## config.mk

```make
export PLATFORM = sky130hd
export DESIGN_NAME = pn3d_front
export DESIGN_NICKNAME = d
export VERILOG_FILES = /design/src/sv/pn3d_pkg.sv /design/src/sv/pn3d_front.sv
export SDC_FILE = /design/constraint.sdc
export NUM_CORES = 1
export LEC_CHECK = 0
export BUFFER_PORTS_ARGS = -buffer_cell sky130_fd_sc_hd__buf_2
export CORE_MARGIN = 2
export CORE_UTILIZATION = 41
export CTS_CLUSTER_DIAMETER = 150
export DETAILED_ROUTE_END_ITERATION = 16
export GPL_TIMING_DRIVEN = 0
export PLACE_DENSITY = 0.87
export SYNTH_ARGS = -nofsm -noshare
export SYNTH_HDL_FRONTEND = slang
export SYNTH_SLANG_ARGS = --single-unit
```

## constraint.sdc

```tcl
create_clock -name clock -period 7.5 [get_ports clock]
set_input_delay 0.75 -clock clock [delete_from_list [all_inputs] [get_ports clock]]
set_output_delay 0.75 -clock clock [all_outputs]
set_load 0.005 [all_outputs]
```

## src/sv/pn3d_pkg.sv

```systemverilog
package pn3d_pkg;

   localparam int ONE_Q16 = 65536;

   typedef logic [7:0] byte_type;

   typedef struct packed {
      logic [7:0]  cx;
      logic [7:0]  cy;
      logic [7:0]  cz;
      logic [15:0] rx;
      logic [15:0] ry;
      logic [15:0] rz;
   } point_type;

   function automatic logic [7:0] perm(input logic [7:0] idx);
      logic [7:0] r;
      case (idx)
         8'd0: r = 8'd182; 8'd1: r = 8'd232; 8'd2: r = 8'd51; 8'd3: r = 8'd15;
         8'd4: r = 8'd55; 8'd5: r = 8'd119; 8'd6: r = 8'd7; 8'd7: r = 8'd107;
         8'd8: r = 8'd230; 8'd9: r = 8'd227; 8'd10: r = 8'd6; 8'd11: r = 8'd34;
         8'd12: r = 8'd216; 8'd13: r = 8'd61; 8'd14: r = 8'd183; 8'd15: r = 8'd36;
         8'd16: r = 8'd40; 8'd17: r = 8'd134; 8'd18: r = 8'd74; 8'd19: r = 8'd45;
         8'd20: r = 8'd157; 8'd21: r = 8'd78; 8'd22: r = 8'd81; 8'd23: r = 8'd114;
         8'd24: r = 8'd145; 8'd25: r = 8'd9; 8'd26: r = 8'd209; 8'd27: r = 8'd189;
         8'd28: r = 8'd147; 8'd29: r = 8'd58; 8'd30: r = 8'd126; 8'd31: r = 8'd0;
         8'd32: r = 8'd240; 8'd33: r = 8'd169; 8'd34: r = 8'd228; 8'd35: r = 8'd235;
         8'd36: r = 8'd67; 8'd37: r = 8'd198; 8'd38: r = 8'd72; 8'd39: r = 8'd64;
         8'd40: r = 8'd88; 8'd41: r = 8'd98; 8'd42: r = 8'd129; 8'd43: r = 8'd194;
         8'd44: r = 8'd99; 8'd45: r = 8'd71; 8'd46: r = 8'd30; 8'd47: r = 8'd127;
         8'd48: r = 8'd18; 8'd49: r = 8'd150; 8'd50: r = 8'd155; 8'd51: r = 8'd179;
         8'd52: r = 8'd132; 8'd53: r = 8'd62; 8'd54: r = 8'd116; 8'd55: r = 8'd200;
         8'd56: r = 8'd251; 8'd57: r = 8'd178; 8'd58: r = 8'd32; 8'd59: r = 8'd140;
         8'd60: r = 8'd130; 8'd61: r = 8'd139; 8'd62: r = 8'd250; 8'd63: r = 8'd26;
         8'd64: r = 8'd151; 8'd65: r = 8'd203; 8'd66: r = 8'd106; 8'd67: r = 8'd123;
         8'd68: r = 8'd53; 8'd69: r = 8'd255; 8'd70: r = 8'd75; 8'd71: r = 8'd254;
         8'd72: r = 8'd86; 8'd73: r = 8'd234; 8'd74: r = 8'd223; 8'd75: r = 8'd19;
         8'd76: r = 8'd199; 8'd77: r = 8'd244; 8'd78: r = 8'd241; 8'd79: r = 8'd1;
         8'd80: r = 8'd172; 8'd81: r = 8'd70; 8'd82: r = 8'd24; 8'd83: r = 8'd97;
         8'd84: r = 8'd196; 8'd85: r = 8'd10; 8'd86: r = 8'd90; 8'd87: r = 8'd246;
         8'd88: r = 8'd252; 8'd89: r = 8'd68; 8'd90: r = 8'd84; 8'd91: r = 8'd161;
         8'd92: r = 8'd236; 8'd93: r = 8'd205; 8'd94: r = 8'd80; 8'd95: r = 8'd91;
         8'd96: r = 8'd233; 8'd97: r = 8'd225; 8'd98: r = 8'd164; 8'd99: r = 8'd217;
         8'd100: r = 8'd239; 8'd101: r = 8'd220; 8'd102: r = 8'd20; 8'd103: r = 8'd46;
         8'd104: r = 8'd204; 8'd105: r = 8'd35; 8'd106: r = 8'd31; 8'd107: r = 8'd175;
         8'd108: r = 8'd154; 8'd109: r = 8'd17; 8'd110: r = 8'd133; 8'd111: r = 8'd117;
         8'd112: r = 8'd73; 8'd113: r = 8'd224; 8'd114: r = 8'd125; 8'd115: r = 8'd65;
         8'd116: r = 8'd77; 8'd117: r = 8'd173; 8'd118: r = 8'd3; 8'd119: r = 8'd2;
         8'd120: r = 8'd242; 8'd121: r = 8'd221; 8'd122: r = 8'd120; 8'd123: r = 8'd218;
         8'd124: r = 8'd56; 8'd125: r = 8'd190; 8'd126: r = 8'd166; 8'd127: r = 8'd11;
         8'd128: r = 8'd138; 8'd129: r = 8'd208; 8'd130: r = 8'd231; 8'd131: r = 8'd50;
         8'd132: r = 8'd135; 8'd133: r = 8'd109; 8'd134: r = 8'd213; 8'd135: r = 8'd187;
         8'd136: r = 8'd152; 8'd137: r = 8'd201; 8'd138: r = 8'd47; 8'd139: r = 8'd168;
         8'd140: r = 8'd185; 8'd141: r = 8'd186; 8'd142: r = 8'd167; 8'd143: r = 8'd165;
         8'd144: r = 8'd102; 8'd145: r = 8'd153; 8'd146: r = 8'd156; 8'd147: r = 8'd49;
         8'd148: r = 8'd202; 8'd149: r = 8'd69; 8'd150: r = 8'd195; 8'd151: r = 8'd92;
         8'd152: r = 8'd21; 8'd153: r = 8'd229; 8'd154: r = 8'd63; 8'd155: r = 8'd104;
         8'd156: r = 8'd197; 8'd157: r = 8'd136; 8'd158: r = 8'd148; 8'd159: r = 8'd94;
         8'd160: r = 8'd171; 8'd161: r = 8'd93; 8'd162: r = 8'd59; 8'd163: r = 8'd149;
         8'd164: r = 8'd23; 8'd165: r = 8'd144; 8'd166: r = 8'd160; 8'd167: r = 8'd57;
         8'd168: r = 8'd76; 8'd169: r = 8'd141; 8'd170: r = 8'd96; 8'd171: r = 8'd158;
         8'd172: r = 8'd163; 8'd173: r = 8'd219; 8'd174: r = 8'd237; 8'd175: r = 8'd113;
         8'd176: r = 8'd206; 8'd177: r = 8'd181; 8'd178: r = 8'd112; 8'd179: r = 8'd111;
         8'd180: r = 8'd191; 8'd181: r = 8'd137; 8'd182: r = 8'd207; 8'd183: r = 8'd215;
         8'd184: r = 8'd13; 8'd185: r = 8'd83; 8'd186: r = 8'd238; 8'd187: r = 8'd249;
         8'd188: r = 8'd100; 8'd189: r = 8'd131; 8'd190: r = 8'd118; 8'd191: r = 8'd243;
         8'd192: r = 8'd162; 8'd193: r = 8'd248; 8'd194: r = 8'd43; 8'd195: r = 8'd66;
         8'd196: r = 8'd226; 8'd197: r = 8'd27; 8'd198: r = 8'd211; 8'd199: r = 8'd95;
         8'd200: r = 8'd214; 8'd201: r = 8'd105; 8'd202: r = 8'd108; 8'd203: r = 8'd101;
         8'd204: r = 8'd170; 8'd205: r = 8'd128; 8'd206: r = 8'd210; 8'd207: r = 8'd87;
         8'd208: r = 8'd38; 8'd209: r = 8'd44; 8'd210: r = 8'd174; 8'd211: r = 8'd188;
         8'd212: r = 8'd176; 8'd213: r = 8'd39; 8'd214: r = 8'd14; 8'd215: r = 8'd143;
         8'd216: r = 8'd159; 8'd217: r = 8'd16; 8'd218: r = 8'd124; 8'd219: r = 8'd222;
         8'd220: r = 8'd33; 8'd221: r = 8'd247; 8'd222: r = 8'd37; 8'd223: r = 8'd245;
         8'd224: r = 8'd8; 8'd225: r = 8'd4; 8'd226: r = 8'd22; 8'd227: r = 8'd82;
         8'd228: r = 8'd110; 8'd229: r = 8'd180; 8'd230: r = 8'd184; 8'd231: r = 8'd12;
         8'd232: r = 8'd25; 8'd233: r = 8'd5; 8'd234: r = 8'd193; 8'd235: r = 8'd41;
         8'd236: r = 8'd85; 8'd237: r = 8'd177; 8'd238: r = 8'd192; 8'd239: r = 8'd253;
         8'd240: r = 8'd79; 8'd241: r = 8'd29; 8'd242: r = 8'd115; 8'd243: r = 8'd103;
         8'd244: r = 8'd142; 8'd245: r = 8'd146; 8'd246: r = 8'd52; 8'd247: r = 8'd48;
         8'd248: r = 8'd89; 8'd249: r = 8'd54; 8'd250: r = 8'd121; 8'd251: r = 8'd212;
         8'd252: r = 8'd122; 8'd253: r = 8'd60; 8'd254: r = 8'd28; 8'd255: r = 8'd42;
         default: r = 8'd0;
      endcase
      return r;
   endfunction

   // hash mod 12 through a small split: h = 12*q + r, q < 22
   function automatic logic [3:0] mod12(input logic [7:0] h);
      logic [8:0] t;
      t = {1'b0, h};
      if (t >= 9'd192) t = t - 9'd192;
      if (t >= 9'd96)  t = t - 9'd96;
      if (t >= 9'd48)  t = t - 9'd48;
      if (t >= 9'd24)  t = t - 9'd24;
      if (t >= 9'd12)  t = t - 9'd12;
      return t[3:0];
   endfunction

   // gradient dot product; ox, oy, oz are 18-bit signed offsets
   function automatic logic signed [18:0] grad_dot(input logic [3:0] g,
         input logic signed [17:0] ox, input logic signed [17:0] oy,
         input logic signed [17:0] oz);
      logic signed [18:0] a;
      logic signed [18:0] b;
      logic signed [18:0] c;
      a = 19'(ox);
      b = 19'(oy);
      c = 19'(oz);
      case (g)
         4'd0:  return a + b;
         4'd1:  return b - a;
         4'd2:  return a - b;
         4'd3:  return -a - b;
         4'd4:  return a + c;
         4'd5:  return c - a;
         4'd6:  return a - c;
         4'd7:  return -a - c;
         4'd8:  return b + c;
         4'd9:  return c - b;
         4'd10: return b - c;
         4'd11: return -b - c;
         default: return '0;
      endcase
   endfunction

endpackage

```

## src/sv/pn3d_front.sv

```systemverilog
module pn3d_front #(
   parameter int FRAC_BITS = 16
) (
   input  logic                     clock,
   input  logic                     reset,
   input  logic                     req_valid,
   output logic                     req_stall,
   input  logic signed [31:0]       req_coord_x,
   input  logic signed [31:0]       req_coord_y,
   input  logic signed [31:0]       req_coord_z,
   output logic                     pt_valid,
   input  logic                     pt_stall,
   output pn3d_pkg::point_type      pt_data
);

   logic                  full_ff;
   logic                  full_in;
   pn3d_pkg::point_type   data_ff;
   pn3d_pkg::point_type   data_in;

   function automatic logic [15:0] frac16(input logic [31:0] v);
      logic [FRAC_BITS-1:0] f;
      f = v[FRAC_BITS-1:0];
      if (FRAC_BITS >= 16)
         return 16'(f >> (FRAC_BITS - 16));
      else
         return 16'({f, 16'd0} >> FRAC_BITS);
   endfunction

   assign req_stall = full_ff && pt_stall;

   always_comb begin
      data_in.cx = req_coord_x[FRAC_BITS+7:FRAC_BITS];
      data_in.cy = req_coord_y[FRAC_BITS+7:FRAC_BITS];
      data_in.cz = req_coord_z[FRAC_BITS+7:FRAC_BITS];
      data_in.rx = frac16(req_coord_x);
      data_in.ry = frac16(req_coord_y);
      data_in.rz = frac16(req_coord_z);
      full_in = full_ff;
      if (!req_stall) begin
         full_in = req_valid;
      end
   end

   always_ff @(posedge clock) begin
      if (reset) begin
         full_ff <= 1'b0;
      end else begin
         full_ff <= full_in;
      end
      if (!req_stall && req_valid) begin
         data_ff <= data_in;
      end
   end

   assign pt_valid = full_ff;
   assign pt_data  = data_ff;

endmodule

```

* Yosys cells after proc, flatten, opt, wreduce, memory -nomap -nowiden
Index checks and enable logic that the tools add are counted.
Operators by class: reductions and logical operators 3
Operators with widths (count):
- 1-bit logical AND | 2
- 1-bit logical NOT | 1
Storage, ports and cells: register bits 73, input bits 100, output and inout port bits 74, logic and storage cells 10

* Logic depth before layout (Yosys ltp)
word-level depth 3, gate-level depth with buffers 2, depth with buffers taken out 2

* Worst setup path after synthesis
OpenSTA, ideal clock, no wires.
kind input to register, start input pt_stall, end register data_ff, in the netlist pt_data[0] (enable), setup time 0.445 ns, arrival time 2.766 ns, stages 2, setup slack 4.289 ns, required time 7.055 ns, path buffers 0, cells stage by stage and2_4 > nor2b_2
On the way: cells in the longest elaborated chain, start to end 3
Ends and longest elaborated chain:
- start: declaration | RTL line pn3d_front.sv:12 | input logic pt_stall,
- 1-bit logical AND | RTL line pn3d_front.sv:30 | assign req_stall = full_ff && pt_stall;
- 1-bit logical NOT | RTL line pn3d_front.sv:51 | if (!req_stall && req_valid) begin
- 1-bit logical AND | RTL line pn3d_front.sv:51
- end signal: assignment | RTL line pn3d_front.sv:52 | data_ff <= data_in;
- end: declaration | RTL line pn3d_front.sv:18 | pn3d_pkg::point_type data_ff;
No other way between the ends. A chain may end at the register's enable or synchronous reset.

* Worst setup path after layout
start input pt_stall, end output req_stall
On the way: cells in the longest elaborated chain, start to end 1
Ends and longest elaborated chain:
- 1-bit logical AND | RTL line pn3d_front.sv:30
- end: declaration | RTL line pn3d_front.sv:7 | output logic req_stall,
No other way between the ends.

==> summary.txt <==
proportion of power drawn by the clock network - 30.1%
number of routed nets with antenna violations - 0
final net count - 339
Pwr per Cell Area - 239.6 nW/um^2
Starting Density - 42.96%
Setup crit end kind - output pin
violation count after the first detailed-route iteration - 51
post-route clock period utilization - 25.08%
post-CTS sizing - 0
initial antenna violation count - 0
estimated wirelength of the detail-placed design - 3.415 mm
leakage - 1.399 nW
count of maximum capacitance violations - 0
H-tree level count - 3
Syn Nets - 177
Hold Slack - 0.5561 ns
most frequent standard cell in the layout excluding fill and tap cells - sky130_fd_sc_hd__buf_2
share of power burned in registers - 62.4%
# diodes - 0
count of mapped cells out of synthesis - 77
wire per inst - 14.20 um
floorplan die width - 77.39 um
setup repair after global routing missed its margin - false
cell at the root of the clock tree - sky130_fd_sc_hd__clkbuf_8
leading cell types in the layout, fill and taps excluded - sky130_fd_sc_hd__buf_2, sky130_fd_sc_hd__edfxtp_1, sky130_fd_sc_hd__clkbuf_8, sky130_fd_sc_hd__clkbuf_1
Max clock buf depth - 2
weighted congestion reported at the end of routability-driven placement - 0.6984
pin count of the biggest net entering global routing - 34
worst slew pin tran - 0.3575 ns
ports placed on the boundary - 174
critical path class - in2out
run status - completed
proportion of total power due to net switching - 19.54%
filler cell count - 393
clock input transition at the sequential cells of the worst setup and hold paths - 0.07 ns
internal power - 0.0006226 W
clk_lat worst skew - 0.32 ns
Total Routing Usage GR - 15.89%
Overflow after GRT - 0
Multi-input gate area - 31.28 um^2
final number of hold-violating endpoints - 0
count of vias placed by the detailed router - 1,354
# hold bufs at CTS - 0
post-layout util - 62.83%
fmax - 0.5315 GHz
routed length on met3 - 401 um
Core Region - 5140 um^2
mean instance size in the synthesized netlist - 28.68 um^2
number of failing setup endpoints in the final timing report - 0
post-route clock skew - 0.008287 ns
post-synthesis cell area - 2208 um^2
routed vias/inst - 4.340
register area share after synthesis - 98.81%
CTS tree - done
number of buffer cells added on primary ports - 149
max-slew violation count - 0
vias in the first global route - 1,364
type of the tightest min-delay check - reg2reg
kind of start point of the critical path - input port
setup tns final - 0 ns
headroom to the max-slew limit - 76.12%
number of detailed-routing iterations run before antenna repair - 4
net switching component of the power - 0.0001512 W
maximum vdd ir drop - 0.1369 mV
clock period minus worst slack - 1.881 ns
vertical die dimension - 77.39 um
total wire length after detailed routing - 4.429 mm
combinational share of power - 7.5%
critical-path maximum fanout - 2
total chip power - 0.0007738 W
synth-to-layout area growth - 46.23%
Yosys reg bits - 73
FF+latch area - 2182 um^2
number of DRC violations after detailed routing - 0
met1 wire length - 1.781 mm
Synth warnings - 0
area enclosed by the die boundary - 5989 um^2
buffer count from post-CTS setup fixing - 0
global-route wire length before repair - 6.872 mm
worst endpoint required time - 6.75 ns
proportion of layout cells with a drive suffix above 1 - 66.94%
number of buffers created by CTS - 9
Met2 Routed Length - 2.142 mm
top routing layer used - met4
std cell rows - 26
number of distinct library cells after synthesis - 6
total clock sinks - 73
Data arrival, critical path - 1.13 ns
==> layer usage <==
metal | GRT usage [%] | vias to the layer above
met5 | 0 | -
met4 | 9.643 | 0
met3 | 5.233 | 11
met2 | 24.26 | 98
met1 | 19.79 | 615
li1 | - | 630
==> synth_stat cells (all sizes together) <==
cell    instances  area share (%)
a21oi           1            0.23
and2            1            0.40
edfxtp         72              98
dfxtp           1            0.91
nor2b           1            0.40
nor2            1            0.17
==> flip-flops by register name, summed over array words and instances, names as in the netlist <==
signal	cells
pt_valid	1
pt_data	72
==> path summary, 6_finish.rpt <==
| path | slack, ns | to | cells past startpoint | startpoint |
|---|---|---|---|---|
| worst max register to register | 6.13 | pt_data[4]$_DFFE_PP_ | 3 | pt_valid$_SDFFE_PP0N_ |
| worst min-delay path | 0.56 | pt_valid$_SDFFE_PP0N_ | 2 | pt_valid$_SDFFE_PP0N_ |
| worst min register to register | 0.56 | pt_valid$_SDFFE_PP0N_ | 2 | pt_valid$_SDFFE_PP0N_ |
| worst max-delay path | 5.62 | req_stall | 3 | pt_stall |
==> cells by family after synthesis <==
kind of cell / count (synthesis) / synth area share [%]
flip-flops: 73 / 98.81
AND/OR/NAND/NOR: 3 / 0.9632
AO/OA/AOI/OAI: 1 / 0.2264
==> power groups by stage <==
stage	Combinational, W	Sequential, W	Clock (W)
3_5_place_dp	0.0000592	0.000492	0
2_1_floorplan	0.00000794	0.000496	0
4_1_cts	0.0000592	0.000483	0.000243
5_1_grt	0.0000637	0.000485	0.000260
6_report	0.0000580	0.000483	0.000233
3_3_place_gp	0.0000531	0.000493	0
==> critical path: stages <==
cell and delay (ns):
sky130_fd_sc_hd__buf_2 0.10, sky130_fd_sc_hd__and2_4 0.16, sky130_fd_sc_hd__buf_2 0.12
==> layout make-up <==
cell class / instances / area share, %
well taps: 70 / 2.712
clock buffers: 12 / 4.184
repair buffers: 151 / 24.33
flip-flops and latches: 73 / 67.57
clock inverters: 2 / 0.2325
multi-input cells: 4 / 0.9686
==> metrics by stage <==
stage,std cells,instance area [um^2],worst slack [ns]
6_report,312,3229,5.619
5_1_grt,312,3229,5.604
4_1_cts,312,3229,5.618
3_5_place_dp,298,3087,5.586
3_3_place_gp,296,3042,3.712
2_1_floorplan,77,2208,4.289
No activity file was read; power rests on OpenSTA's default activity.
