$ cat src/sv/pn3d_pkg.sv
package pn3d_pkg;

   localparam int ONE_Q16 = 65536;

   typedef logic [7:0] byte_type;

   typedef struct packed {
      logic [7:0]  cx;
      logic [7:0]  cy;
      logic [7:0]  cz;
      logic [15:0] rx;
      logic [15:0] ry;
      logic [15:0] rz;
   } point_type;

   function automatic logic [7:0] perm(input logic [7:0] idx);
      logic [7:0] r;
      case (idx)
         8'd0: r = 8'd182; 8'd1: r = 8'd232; 8'd2: r = 8'd51; 8'd3: r = 8'd15;
         8'd4: r = 8'd55; 8'd5: r = 8'd119; 8'd6: r = 8'd7; 8'd7: r = 8'd107;
         8'd8: r = 8'd230; 8'd9: r = 8'd227; 8'd10: r = 8'd6; 8'd11: r = 8'd34;
         8'd12: r = 8'd216; 8'd13: r = 8'd61; 8'd14: r = 8'd183; 8'd15: r = 8'd36;
         8'd16: r = 8'd40; 8'd17: r = 8'd134; 8'd18: r = 8'd74; 8'd19: r = 8'd45;
         8'd20: r = 8'd157; 8'd21: r = 8'd78; 8'd22: r = 8'd81; 8'd23: r = 8'd114;
         8'd24: r = 8'd145; 8'd25: r = 8'd9; 8'd26: r = 8'd209; 8'd27: r = 8'd189;
         8'd28: r = 8'd147; 8'd29: r = 8'd58; 8'd30: r = 8'd126; 8'd31: r = 8'd0;
         8'd32: r = 8'd240; 8'd33: r = 8'd169; 8'd34: r = 8'd228; 8'd35: r = 8'd235;
         8'd36: r = 8'd67; 8'd37: r = 8'd198; 8'd38: r = 8'd72; 8'd39: r = 8'd64;
         8'd40: r = 8'd88; 8'd41: r = 8'd98; 8'd42: r = 8'd129; 8'd43: r = 8'd194;
         8'd44: r = 8'd99; 8'd45: r = 8'd71; 8'd46: r = 8'd30; 8'd47: r = 8'd127;
         8'd48: r = 8'd18; 8'd49: r = 8'd150; 8'd50: r = 8'd155; 8'd51: r = 8'd179;
         8'd52: r = 8'd132; 8'd53: r = 8'd62; 8'd54: r = 8'd116; 8'd55: r = 8'd200;
         8'd56: r = 8'd251; 8'd57: r = 8'd178; 8'd58: r = 8'd32; 8'd59: r = 8'd140;
         8'd60: r = 8'd130; 8'd61: r = 8'd139; 8'd62: r = 8'd250; 8'd63: r = 8'd26;
         8'd64: r = 8'd151; 8'd65: r = 8'd203; 8'd66: r = 8'd106; 8'd67: r = 8'd123;
         8'd68: r = 8'd53; 8'd69: r = 8'd255; 8'd70: r = 8'd75; 8'd71: r = 8'd254;
         8'd72: r = 8'd86; 8'd73: r = 8'd234; 8'd74: r = 8'd223; 8'd75: r = 8'd19;
         8'd76: r = 8'd199; 8'd77: r = 8'd244; 8'd78: r = 8'd241; 8'd79: r = 8'd1;
         8'd80: r = 8'd172; 8'd81: r = 8'd70; 8'd82: r = 8'd24; 8'd83: r = 8'd97;
         8'd84: r = 8'd196; 8'd85: r = 8'd10; 8'd86: r = 8'd90; 8'd87: r = 8'd246;
         8'd88: r = 8'd252; 8'd89: r = 8'd68; 8'd90: r = 8'd84; 8'd91: r = 8'd161;
         8'd92: r = 8'd236; 8'd93: r = 8'd205; 8'd94: r = 8'd80; 8'd95: r = 8'd91;
         8'd96: r = 8'd233; 8'd97: r = 8'd225; 8'd98: r = 8'd164; 8'd99: r = 8'd217;
         8'd100: r = 8'd239; 8'd101: r = 8'd220; 8'd102: r = 8'd20; 8'd103: r = 8'd46;
         8'd104: r = 8'd204; 8'd105: r = 8'd35; 8'd106: r = 8'd31; 8'd107: r = 8'd175;
         8'd108: r = 8'd154; 8'd109: r = 8'd17; 8'd110: r = 8'd133; 8'd111: r = 8'd117;
         8'd112: r = 8'd73; 8'd113: r = 8'd224; 8'd114: r = 8'd125; 8'd115: r = 8'd65;
         8'd116: r = 8'd77; 8'd117: r = 8'd173; 8'd118: r = 8'd3; 8'd119: r = 8'd2;
         8'd120: r = 8'd242; 8'd121: r = 8'd221; 8'd122: r = 8'd120; 8'd123: r = 8'd218;
         8'd124: r = 8'd56; 8'd125: r = 8'd190; 8'd126: r = 8'd166; 8'd127: r = 8'd11;
         8'd128: r = 8'd138; 8'd129: r = 8'd208; 8'd130: r = 8'd231; 8'd131: r = 8'd50;
         8'd132: r = 8'd135; 8'd133: r = 8'd109; 8'd134: r = 8'd213; 8'd135: r = 8'd187;
         8'd136: r = 8'd152; 8'd137: r = 8'd201; 8'd138: r = 8'd47; 8'd139: r = 8'd168;
         8'd140: r = 8'd185; 8'd141: r = 8'd186; 8'd142: r = 8'd167; 8'd143: r = 8'd165;
         8'd144: r = 8'd102; 8'd145: r = 8'd153; 8'd146: r = 8'd156; 8'd147: r = 8'd49;
         8'd148: r = 8'd202; 8'd149: r = 8'd69; 8'd150: r = 8'd195; 8'd151: r = 8'd92;
         8'd152: r = 8'd21; 8'd153: r = 8'd229; 8'd154: r = 8'd63; 8'd155: r = 8'd104;
         8'd156: r = 8'd197; 8'd157: r = 8'd136; 8'd158: r = 8'd148; 8'd159: r = 8'd94;
         8'd160: r = 8'd171; 8'd161: r = 8'd93; 8'd162: r = 8'd59; 8'd163: r = 8'd149;
         8'd164: r = 8'd23; 8'd165: r = 8'd144; 8'd166: r = 8'd160; 8'd167: r = 8'd57;
         8'd168: r = 8'd76; 8'd169: r = 8'd141; 8'd170: r = 8'd96; 8'd171: r = 8'd158;
         8'd172: r = 8'd163; 8'd173: r = 8'd219; 8'd174: r = 8'd237; 8'd175: r = 8'd113;
         8'd176: r = 8'd206; 8'd177: r = 8'd181; 8'd178: r = 8'd112; 8'd179: r = 8'd111;
         8'd180: r = 8'd191; 8'd181: r = 8'd137; 8'd182: r = 8'd207; 8'd183: r = 8'd215;
         8'd184: r = 8'd13; 8'd185: r = 8'd83; 8'd186: r = 8'd238; 8'd187: r = 8'd249;
         8'd188: r = 8'd100; 8'd189: r = 8'd131; 8'd190: r = 8'd118; 8'd191: r = 8'd243;
         8'd192: r = 8'd162; 8'd193: r = 8'd248; 8'd194: r = 8'd43; 8'd195: r = 8'd66;
         8'd196: r = 8'd226; 8'd197: r = 8'd27; 8'd198: r = 8'd211; 8'd199: r = 8'd95;
         8'd200: r = 8'd214; 8'd201: r = 8'd105; 8'd202: r = 8'd108; 8'd203: r = 8'd101;
         8'd204: r = 8'd170; 8'd205: r = 8'd128; 8'd206: r = 8'd210; 8'd207: r = 8'd87;
         8'd208: r = 8'd38; 8'd209: r = 8'd44; 8'd210: r = 8'd174; 8'd211: r = 8'd188;
         8'd212: r = 8'd176; 8'd213: r = 8'd39; 8'd214: r = 8'd14; 8'd215: r = 8'd143;
         8'd216: r = 8'd159; 8'd217: r = 8'd16; 8'd218: r = 8'd124; 8'd219: r = 8'd222;
         8'd220: r = 8'd33; 8'd221: r = 8'd247; 8'd222: r = 8'd37; 8'd223: r = 8'd245;
         8'd224: r = 8'd8; 8'd225: r = 8'd4; 8'd226: r = 8'd22; 8'd227: r = 8'd82;
         8'd228: r = 8'd110; 8'd229: r = 8'd180; 8'd230: r = 8'd184; 8'd231: r = 8'd12;
         8'd232: r = 8'd25; 8'd233: r = 8'd5; 8'd234: r = 8'd193; 8'd235: r = 8'd41;
         8'd236: r = 8'd85; 8'd237: r = 8'd177; 8'd238: r = 8'd192; 8'd239: r = 8'd253;
         8'd240: r = 8'd79; 8'd241: r = 8'd29; 8'd242: r = 8'd115; 8'd243: r = 8'd103;
         8'd244: r = 8'd142; 8'd245: r = 8'd146; 8'd246: r = 8'd52; 8'd247: r = 8'd48;
         8'd248: r = 8'd89; 8'd249: r = 8'd54; 8'd250: r = 8'd121; 8'd251: r = 8'd212;
         8'd252: r = 8'd122; 8'd253: r = 8'd60; 8'd254: r = 8'd28; 8'd255: r = 8'd42;
         default: r = 8'd0;
      endcase
      return r;
   endfunction

   // hash mod 12 through a small split: h = 12*q + r, q < 22
   function automatic logic [3:0] mod12(input logic [7:0] h);
      logic [8:0] t;
      t = {1'b0, h};
      if (t >= 9'd192) t = t - 9'd192;
      if (t >= 9'd96)  t = t - 9'd96;
      if (t >= 9'd48)  t = t - 9'd48;
      if (t >= 9'd24)  t = t - 9'd24;
      if (t >= 9'd12)  t = t - 9'd12;
      return t[3:0];
   endfunction

   // gradient dot product; ox, oy, oz are 18-bit signed offsets
   function automatic logic signed [18:0] grad_dot(input logic [3:0] g,
         input logic signed [17:0] ox, input logic signed [17:0] oy,
         input logic signed [17:0] oz);
      logic signed [18:0] a;
      logic signed [18:0] b;
      logic signed [18:0] c;
      a = 19'(ox);
      b = 19'(oy);
      c = 19'(oz);
      case (g)
         4'd0:  return a + b;
         4'd1:  return b - a;
         4'd2:  return a - b;
         4'd3:  return -a - b;
         4'd4:  return a + c;
         4'd5:  return c - a;
         4'd6:  return a - c;
         4'd7:  return -a - c;
         4'd8:  return b + c;
         4'd9:  return c - b;
         4'd10: return b - c;
         4'd11: return -b - c;
         default: return '0;
      endcase
   endfunction

endpackage

$ cat src/sv/pn3d_queue.sv
module pn3d_queue (
   input  logic                  clock,
   input  logic                  reset,
   input  logic                  in_valid,
   output logic                  in_stall,
   input  pn3d_pkg::point_type   in_data,
   output logic                  out_valid,
   input  logic                  out_stall,
   output pn3d_pkg::point_type   out_data
);

   pn3d_pkg::point_type mem_ff [2];
   logic       wr_ff;
   logic       wr_in;
   logic       rd_ff;
   logic       rd_in;
   logic [1:0] cnt_ff;
   logic [1:0] cnt_in;
   logic       push;
   logic       pop;

   assign in_stall  = cnt_ff == 2'd2;
   assign out_valid = cnt_ff != 2'd0;
   assign out_data  = mem_ff[rd_ff];
   assign push      = in_valid && !in_stall;
   assign pop       = out_valid && !out_stall;

   always_comb begin
      wr_in  = wr_ff ^ push;
      rd_in  = rd_ff ^ pop;
      cnt_in = cnt_ff + 2'(push) - 2'(pop);
   end

   always_ff @(posedge clock) begin
      if (reset) begin
         wr_ff  <= 1'b0;
         rd_ff  <= 1'b0;
         cnt_ff <= 2'd0;
      end else begin
         wr_ff  <= wr_in;
         rd_ff  <= rd_in;
         cnt_ff <= cnt_in;
      end
      if (push) begin
         mem_ff[wr_ff] <= in_data;
      end
   end

endmodule

$ cat config.mk
export PLATFORM = sky130hd
export DESIGN_NAME = pn3d_queue
export DESIGN_NICKNAME = d
export VERILOG_FILES = /design/src/sv/pn3d_pkg.sv /design/src/sv/pn3d_queue.sv
export SDC_FILE = /design/constraint.sdc
export NUM_CORES = 1
export LEC_CHECK = 0
export ABC_AREA = 0
export BUFFER_PORTS_ARGS = -buffer_cell sky130_fd_sc_hd__buf_2
export CORE_MARGIN = 5
export CORE_UTILIZATION = 56
export DETAILED_ROUTE_END_ITERATION = 12
export PLACE_DENSITY_LB_ADDON = 0.12
export SLEW_MARGIN = 10
export SYNTH_ARGS = -nofsm -noshare
export SYNTH_HDL_FRONTEND = slang
export SYNTH_SLANG_ARGS = --single-unit
$ cat constraint.sdc
create_clock -name clock -period 5.35 [get_ports clock]
set_input_delay 1.3375 -clock clock [delete_from_list [all_inputs] [get_ports clock]]
set_output_delay 1.3375 -clock clock [all_outputs]
set_load 0.03 [all_outputs]
* Word level (Yosys, flattened, before mapping) *
Memories as Yosys holds them, arrays and structs flattened. A register that Yosys moved wholly into a read port is not among the register bits.
Cells that the tools add are included.

cells by class
  shift operators = 0
  add/subtract/negate cells = 2
  multiply operators = 0
  order comparisons = 0
  mux-type cells = 3
  bitwise logic cells = 2
  div/mod/pow operators = 0
  reductions and logical operators = 5
  eq/ne operators = 1

operators by type and width
  kind                                         number
  1-bit two-way mux                            3
  2-bit by 1-bit adder with 2-bit output       1
  2-bit equality test, second input constant   1
  1-bit logical AND                            2
  1-bit zero test                              2
  2-bit nonzero test                           1
  2-bit by 1-bit subtractor with 2-bit output  1
  1-bit XOR                                    2

word-level totals
  ROM bits = 0
  output and inout bits = 74
  memories kept = 1
  memory bits (writable) = 144
  latch bits = 0
  flip-flop bits (word level) = 4
  input bits = 76
  logic and storage cells = 17

memory list
  name    words  width  rd ports  clocked after memory_dff  write ports  RTL line          text
  mem_ff  2      72     1         1                         1            pn3d_queue.sv:12  pn3d_pkg::point_type mem_ff [2];

* Depth between registers and ports, before layout *
Gate-level depths: netlist (run 1).

  depth in word-level cells = 5
  mapped depth = 7
  depth with buffers taken out = 7

* Worst setup path after synthesis (run 1) *
Ideal clock, no wire load.

  path kind = input to register
  start = input in_valid
  end = memory mem_ff[1][0] in the netlist's numbering (enable)
  setup slack = 1,706 ps
  setup time = 438 ps
  arrival = 3,206 ps
  cell stages on the path = 2
  path buffers = 0
  cells stage by stage = and2_1 > ha_1

on the way
  cells in the longest elaborated chain, start to end = 3

RTL lines
  element                                  RTL line          text
  from (decl)                              pn3d_queue.sv:4   input logic in_valid,
  1-bit logical AND                        pn3d_queue.sv:25  assign push = in_valid && !in_stall;
  1-bit two-way mux                        pn3d_queue.sv:44  if (push) begin
  1-bit two-way mux (not written as such)  pn3d_queue.sv:45  mem_ff[wr_ff] <= in_data;
  to (decl)                                pn3d_queue.sv:12

Every way passes these cells.

==> reports/metrics.csv, run 1 <==
metric,value,unit
use_met1,20.6,%
rsz0062_at_grt,false,
clk_pin_slew,0.06,ns
cts_buffers,17,
start_kind,flip-flop,
drt-total-wl,9670,um
core,9640,sq um
drtPass1Iterations,4,
slew_headroom,32.7,%
n_antenna_cell,0,
drc,0,
yosysWarnings,0,
finalSetupViolations,0,
post_cts_buffers,0,
final_cells,553,
ir_drop,347,uV
fin_area,6860,sq um
cts_hold_buf,0,
slew_violations,0,
syn_to_final_growth,25.9,%
min_period_over_period,65.4,%
syn_nets,327,
layout_commonest_cell,buf_2,
cts_max_level,4,
gp_congestion,0.738,
cts-root-buf,clkbuf_8,
synth-seq-area-share,80.8,%
dr.first_iter.drc_count,134,
grt_most_used_layer,met2,
cts_buffer_depth,2,
dp_cells,521,
slowest_stage,dfxtp_4,
vias,2720,
ys_types,15,
die_area,11800,sq um
power_density,521,nW/um^2
synth_seq_cells,148,
fin_tns_setup,0,ns
fmax,0.286,GHz
final_cell_mix,"149 x buf_2, 144 x edfxtp_1, 73 x mux2_2",
layout.nets,487,
use_met3,6.93,%
hold_slack,0.635,ns
fin_total_pwr,3.57,mW
syn_area,5450,sq um
ant_nets,0,
crit_chain,mux2_2 > buf_2,
cp_num_buf_inv,1,
arrival,2.16,ns
min_path_type,reg -> reg,
die_width,109,um
syn_area_per_cell,22.1,sq um
cts_resized,0,
netlist_instances,247,
antenna_found_initial,1,
overflow,0,
hpwl,5980,um
grt_max_degree,75,
die_h,109,um
track_usage,17.1,%
grt_pass1_wl,14600,um
grt_pass1_vias,2895,
fin_worst_skew,0.00764,ns
start_util,56.5,%
cp.required,4.01,ns
tightest_slew,1.01,ns
status,completed,
grt_use_met2,27.9,%
cap_violations,0,
io_buffers,149,
leakage,2.59,nW
fin_ws,1.85,ns
tritoncts,done,
io_pins,150,
end_kind,output pin,
clock_sinks,148,
cp_max_fo,74,
rows,36,
slowest_delay,1.00,ns
vias_per_cell,4.92,
insertion_delay,0.50,ns
min_period,3.50,ns
place_ws,2.36,ns
avgRoutedWirePerCell,17.5,um
fillers,659,
critPathKind,reg -> out,
post-route-util,71.2,%
dpl_cell_area,6310,sq um
drive_gt1_share,61.4,%
cp_top_family,flip-flops,
hold_viol,0,
## synth_stat cells (all sizes together)
cell type	n	area share (%)
ha	4	0.92
nand2	1	0.069
nor2	3	0.21
xnor3	1	0.41
dfxtp	4	1.5
or2	1	0.11
nand2b	1	0.11
inv	3	0.21
mux2	73	15
nor2b	2	0.23
buf	8	1.5
and2	1	0.11
edfxtp	144	79
o21ba	1	0.18
## power breakdown
| part | switching (mW) | internal [mW] |
|---|---|---|
| combinational | 0.571 | 0.332 |
| sequential | 0.101 | 1.48 |
| clock | 0.435 | 0.659 |
| total | 1.11 | 2.47 |
## kinds of logic after synthesis
family	Yosys count	share of synthesized area (%)
mux	73	15.1
buf+inv	11	1.74
simple gates	9	0.850
fa+ha+maj	4	0.918
compound gates	1	0.184
flops	148	80.8
xor+xnor	1	0.413
## flip-flops by register name (all words and copies together), names as in the netlist
name and cells:
cnt_ff 2, wr_ff 1, rd_ff 1, mem_ff 144
## per-layer routing
layer,up-vias,routed length [um]
met2,93,5080
met4,2,87
met1,1316,3750
met3,8,753
met5,-,7
li1,1301,-
## worst min-delay path, cell delays in order (launching register included)
cell and delay [ns]:
dfxtp_1 0.34, inv_1 0.10, ha_4 0.13, nor2_1 0.03
## worst paths after layout
kind / slack, ns / start / end / depth (start not counted)
min: 0.63 / wr_ff / wr_ff / 3
max: 1.85 / rd_ff / out_data[28] / 2
min reg2reg: 0.63 / wr_ff / wr_ff / 3
max reg2reg: 3.33 / cnt_ff[0] / mem_ff[0][41] / 3
## final cells by class
type | instances | area, sq um | share of cell area [%]
inverter | 3 | 11.3 | 0.164
sequential | 148 | 4410 | 64.2
multi-input combinational | 88 | 976 | 14.2
clock inverter | 14 | 139 | 2.02
clock buffer | 18 | 418 | 6.09
tap | 133 | 166 | 2.42
timing repair buffer | 149 | 746 | 10.9
(Power assumes the default switching activity.)
==> run 2: changes to the inputs <==
--- a/config.mk
+++ b/config.mk
@@ -8,7 +8,7 @@
 export ABC_AREA = 0
 export BUFFER_PORTS_ARGS = -buffer_cell sky130_fd_sc_hd__buf_2
 export CORE_MARGIN = 5
-export CORE_UTILIZATION = 56
+export CORE_UTILIZATION = 52
 export DETAILED_ROUTE_END_ITERATION = 12
 export PLACE_DENSITY_LB_ADDON = 0.12
 export SLEW_MARGIN = 10
==> constraint.sdc (replaced) <==
create_clock -name clock -period 3.3 [get_ports clock]
set_input_delay 0.825 -clock clock [delete_from_list [all_inputs] [get_ports clock]]
set_output_delay 0.825 -clock clock [all_outputs]
set_load 0.03 [all_outputs]
==> run 2 against run 1 <==
Clock-buffer cell count unchanged; sequential cell count unchanged; critical path depth up 1; cell count up 1.1%; routed wire length down 0.79%; register-to-register slack worse by 1.9 ns; largest cell class unchanged.
==> reports/metrics.csv, run 2 (synthesized netlist as in run 1, its figures left out) <==
metric,value,unit,change
overflow,0,,unchanged
fin_worst_skew,0.00595,ns,-0.00169 ns
drive_gt1_share,60.9,%,-0.53 points
final_cells,559,,+1.1%
min_path_type,in -> reg,,
tightest_slew,0.702,ns,-0.308 ns
fin_ws,0.316,ns,-1.54 ns
r2r-end,mem_ff[0][12],,
top_regs,"mem_ff x144, cnt_ff x2",,
hpwl,6320,um,+5.7%
cap_violations,0,,unchanged
layout.nets,490,,+0.62%
fin_tns_setup,0,ns,unchanged
place_ws,0.845,ns,-1.51 ns
cts_buffer_depth,2,,unchanged
r2r-start,cnt_ff[0],,
drtPass1Iterations,4,,unchanged
final_cell_mix,"149 x buf_2, 144 x edfxtp_1, 73 x mux2_2",,
track_usage,15.8,%,-1.3 points
post-route-util,67.9,%,-3.3 points
fin_total_pwr,6.01,mW,+68%
min_period_over_period,90.4,%,
grt_pass1_vias,2936,,+1.4%
slew_headroom,53.2,%,+21 points
hold_depth,1,,-2
start_kind,flip-flop,,
die_area,12600,sq um,+7.0%
ir_drop,458,uV,+32%
hp-start,in_data[16],,
finalSetupViolations,0,,unchanged
tritoncts,done,,
clock_sinks,148,,unchanged
cts_buffers,17,,unchanged
cts_max_level,4,,unchanged
cts_resized,0,,unchanged
cp.required,2.47,ns,-1.54 ns
slew_violations,0,,unchanged
vias_per_cell,4.94,,+0.35%
vias,2759,,+1.4%
cts-root-buf,clkbuf_8,,
io_buffers,149,,unchanged
hold_viol,0,,unchanged
io_pins,150,,unchanged
die_width,112,um,+3.4%
layout_commonest_cell,buf_2,,
power_density,861,nW/um^2,+65%
status,completed,,
insertion_delay,0.52,ns,+0.02 ns
end_kind,output pin,,
leakage,2.64,nW,+2.0%
drc,0,,unchanged
rsz0062_at_grt,false,,
antenna_found_initial,0,,-1
reg2reg_depth,4,,+1
ant_nets,0,,unchanged
rrSetupSlack,1.40,ns,-1.93 ns
cp_max_fo,50,,-32%
dp_cells,527,,+1.2%
avgRoutedWirePerCell,17.2,um,-1.9%
gp_congestion,0.750,,+1.7%
critPathKind,reg -> out,,
largest_reg_flops,144,,unchanged
clk_pin_slew,0.06,ns,about the same
die_h,112,um,+3.4%
grt_pass1_wl,14700,um,+0.42%
grt_max_degree,51,,-32%
min_period,2.98,ns,
rows,37,,+2.8%
largest_register,mem_ff,,
post_cts_buffers,0,,unchanged
hold_end,mem_ff[0][16],,
drt-total-wl,9600,um,-0.79%
dr.first_iter.drc_count,115,,-14%
cts_hold_buf,0,,unchanged
arrival,2.16,ns,about the same
fmax,0.335,GHz,
start_util,53.0,%,-3.5 points
syn_to_final_growth,28.1,%,
core,10300,sq um,+6.6%
==> run 2: where the power goes <==
group          internal, mW  total [mW]  switching [mW]  leakage [nW]
registers              2.39        2.52           0.130          1.38
logic                 0.568        1.53           0.965         0.967
clock network          1.28        1.96           0.676         0.297
total                  4.24        6.01            1.77          2.64
==> run 2: cell type report <==
| type | count | area, sq um |
|---|---|---|
| Clock buffer | 18 | 418 |
| Inverter | 3 | 11.3 |
| Antenna cell | 1 | 2.50 |
| Fill cell | 748 | 3300 |
| Multi-Input combinational cell | 88 | 976 |
| Sequential cell | 148 | 4410 |
| Clock inverter | 13 | 189 |
| Timing Repair Buffer | 152 | 806 |
| Tap cell | 136 | 170 |
==> run 2: worst max-delay path by stage <==
| stage | to | slack (ns) | cells after the start | from |
|---|---|---|---|---|
| after global routing | out_data[6] | 0.21 | 3 | rd_ff |
| after floorplan | mem_ff[1][0] | 0.17 | 2 | in_valid |
| final | out_data[63] | 0.32 | 3 | rd_ff |
| after global placement | out_data[37] | 0.84 | 3 | rd_ff |
| after CTS | out_data[4] | 0.26 | 3 | rd_ff |
| after detailed placement | out_data[4] | 0.85 | 3 | rd_ff |
==> run 2: critical path, cell delays in order, from the launching register on <==
cell and delay [ns]:
dfxtp_4 0.78, buf_12 0.26, mux2_2 0.35, buf_2 0.18
==> run 2: metal layers <==
| layer | up-vias | global-route usage (%) | wire (um) |
|---|---|---|---|
| li1 | 1308 | - | - |
| met1 | 1335 | 18.3 | 3870 |
| met2 | 104 | 25.2 | 4750 |
| met3 | 12 | 8.25 | 844 |
| met4 | 0 | 5.85 | 134 |
| met5 | - | 0 | 0 |
==> run 2: through the flow <==
| stage | instance area (sq um) | hold slack, ns |
|---|---|---|
| 6_report | 6980 | 0.489 |
| 5_1_grt | 6980 | 0.452 |
| 4_1_cts | 6980 | 0.461 |
| 3_5_place_dp | 6370 | 0.642 |
| 3_3_place_gp | 6370 | 0.610 |
| 2_1_floorplan | 5450 | 0.532 |
==> run 3: changes to the inputs <==
--- a/config.mk
+++ b/config.mk
@@ -7,6 +7,7 @@
 export LEC_CHECK = 0
 export ABC_AREA = 0
 export BUFFER_PORTS_ARGS = -buffer_cell sky130_fd_sc_hd__buf_2
+export CORE_ASPECT_RATIO = 1.5
 export CORE_MARGIN = 5
 export CORE_UTILIZATION = 52
 export DETAILED_ROUTE_END_ITERATION = 12
==> run 3 against run 2 <==
Utilization up 1.2 points; sequential cell count unchanged; register-to-register slack better by 0.03 ns; non-clock buffer count up 2; routed wire length up 2.6%; critical path depth unchanged; die area up 0.34%; maximum frequency up 9.8%; final area up 0.95%.
==> reports/metrics.csv, run 3 (synthesized netlist as in run 1, its figures left out) <==
metric,value,unit,change
die_area,12700,sq um,+0.34%
syn_to_final_growth,29.3,%,
top_regs,"mem_ff x144, cnt_ff x2",,
final_cells,564,,+0.89%
avgRoutedWirePerCell,17.5,um,+1.7%
gp_congestion,0.798,,+6.5%
leakage,2.67,nW,+1.0%
slew_headroom,64.3,%,+11 points
largest_register,mem_ff,,
clk_pin_slew,0.06,ns,about the same
start_kind,flip-flop,,
finalSetupViolations,0,,unchanged
grt_max_degree,39,,-24%
dp_cells,534,,+1.3%
drc,0,,unchanged
cts_buffer_depth,2,,unchanged
ant_nets,0,,unchanged
critPathKind,reg -> out,,
cap_violations,0,,unchanged
cts_hold_buf,0,,unchanged
fmax,0.368,GHz,+9.8%
hpwl,6680,um,+5.6%
fin_worst_skew,0.00786,ns,+0.00191 ns
min_path_type,in -> reg,,
drive_gt1_share,61.2,%,+0.33 points
slew_violations,0,,unchanged
overflow,0,,unchanged
n_antenna_cell,0,,-1
io_pins,150,,unchanged
rsz0062_at_grt,false,,
rows,45,,+22%
drt-total-wl,9850,um,+2.6%
power_density,882,nW/um^2,+2.5%
cp_max_fo,31,,-38%
status,completed,,
cts_resized,0,,unchanged
drtPass1Iterations,4,,unchanged
clock_sinks,148,,unchanged
tightest_slew,0.535,ns,-0.167 ns
track_usage,16.2,%,+0.40 points
tritoncts,done,,
grt_pass1_wl,15000,um,+2.6%
insertion_delay,0.41,ns,-0.11 ns
layout.nets,492,,+0.41%
cts-root-buf,clkbuf_16,,
post_cts_buffers,0,,unchanged
hold_viol,0,,unchanged
final_cell_mix,"149 x buf_2, 144 x edfxtp_1, 73 x mux2_2",,
ir_drop,543,uV,+19%
grt_pass1_vias,3078,,+4.8%
min_period_over_period,82.3,%,-8.1 points
layout_commonest_cell,buf_2,,
cts_buffers,17,,unchanged
io_buffers,149,,unchanged
fin_tns_setup,0,ns,unchanged
cts_max_level,4,,unchanged
end_kind,output pin,,
min_period,2.72,ns,-0.267 ns
core,10200,sq um,-0.84%
antenna_found_initial,0,,unchanged
cp.required,2.47,ns,about the same
arrival,1.89,ns,-0.27 ns
vias,2759,,unchanged
largest_reg_flops,144,,unchanged
die_width,93.6,um,-17%
dr.first_iter.drc_count,93,,-19%
vias_per_cell,4.89,,-0.89%
die_h,135,um,+20%
start_util,53.5,%,+0.45 points
-- run 3: changes by cell type in the layout (fill, tap and decap cells not counted) --
cell / before / now
buf_4: 0 / 3
clkinv_1: 3 / 0
clkinv_2: 4 / 1
bufinv_16: 5 / 7
clkbuf_1: 1 / 3
buf_12: 3 / 2
clkbuf_16: 16 / 17
clkbuf_8: 1 / 0
clkinvlp_4: 1 / 2
diode_2: 1 / 0
-- run 3: final timing paths --
check	end	cells past startpoint	slack, ns	startpoint
hold / removal	mem_ff[1][10]	1	0.60	in_data[10]
setup reg to reg	mem_ff[1][2]	4	1.43	cnt_ff[0]
setup / recovery	out_data[63]	3	0.58	rd_ff
hold reg to reg	cnt_ff[0]	2	0.64	cnt_ff[0]
-- run 3: report_power, final --
part / internal (mW) / switching, mW / total [mW]
sequential: 2.39 / 0.104 / 2.49
clock: 1.48 / 0.683 / 2.17
combinational: 0.569 / 0.992 / 1.56
total: 4.44 / 1.78 / 6.22
-- run 3: area by class of cell --
| class | count | area, sq um |
|---|---|---|
| inverters | 3 | 11.3 |
| repair buffers | 154 | 808 |
| flip-flops and latches | 148 | 4410 |
| well taps | 141 | 176 |
| fillers | 723 | 3140 |
| clock inverters | 10 | 230 |
| multi-input cells | 88 | 976 |
| clock buffers | 20 | 437 |
-- run 3: stage by stage --
stage | worst slack (ns) | power, mW | hold WS [ns] | utilization [%] | cell area [sq um]
after floorplan | 0.168 | 3.68 | 0.532 | - | 5450
after global placement | 0.972 | 4.09 | 0.603 | 62.6 | 6380
after detailed placement | 0.971 | 4.12 | 0.640 | 62.6 | 6380
after CTS | 0.529 | 6.28 | 0.582 | 69.1 | 7050
after global routing | 0.463 | 6.48 | 0.577 | 69.1 | 7050
final | 0.583 | 6.22 | 0.601 | 69.1 | 7050
-- run 3: metal layers --
metal | part of all wire, % | global-route usage [%] | wire length (um) | vias to the layer above
li1 | - | - | - | 1305
met2 | 54 | 28.1 | 5310 | 97
met1 | 38 | 17.2 | 3710 | 1344
met5 | 0 | 0 | 0 | -
met3 | 6.7 | 6.28 | 664 | 13
met4 | 1.6 | 7.39 | 159 | 0
-- run 3: critical path: stages (launching register included) --
cell and delay, ns:
dfxtp_4 0.61, buf_4 0.32, mux2_2 0.37, buf_2 0.18
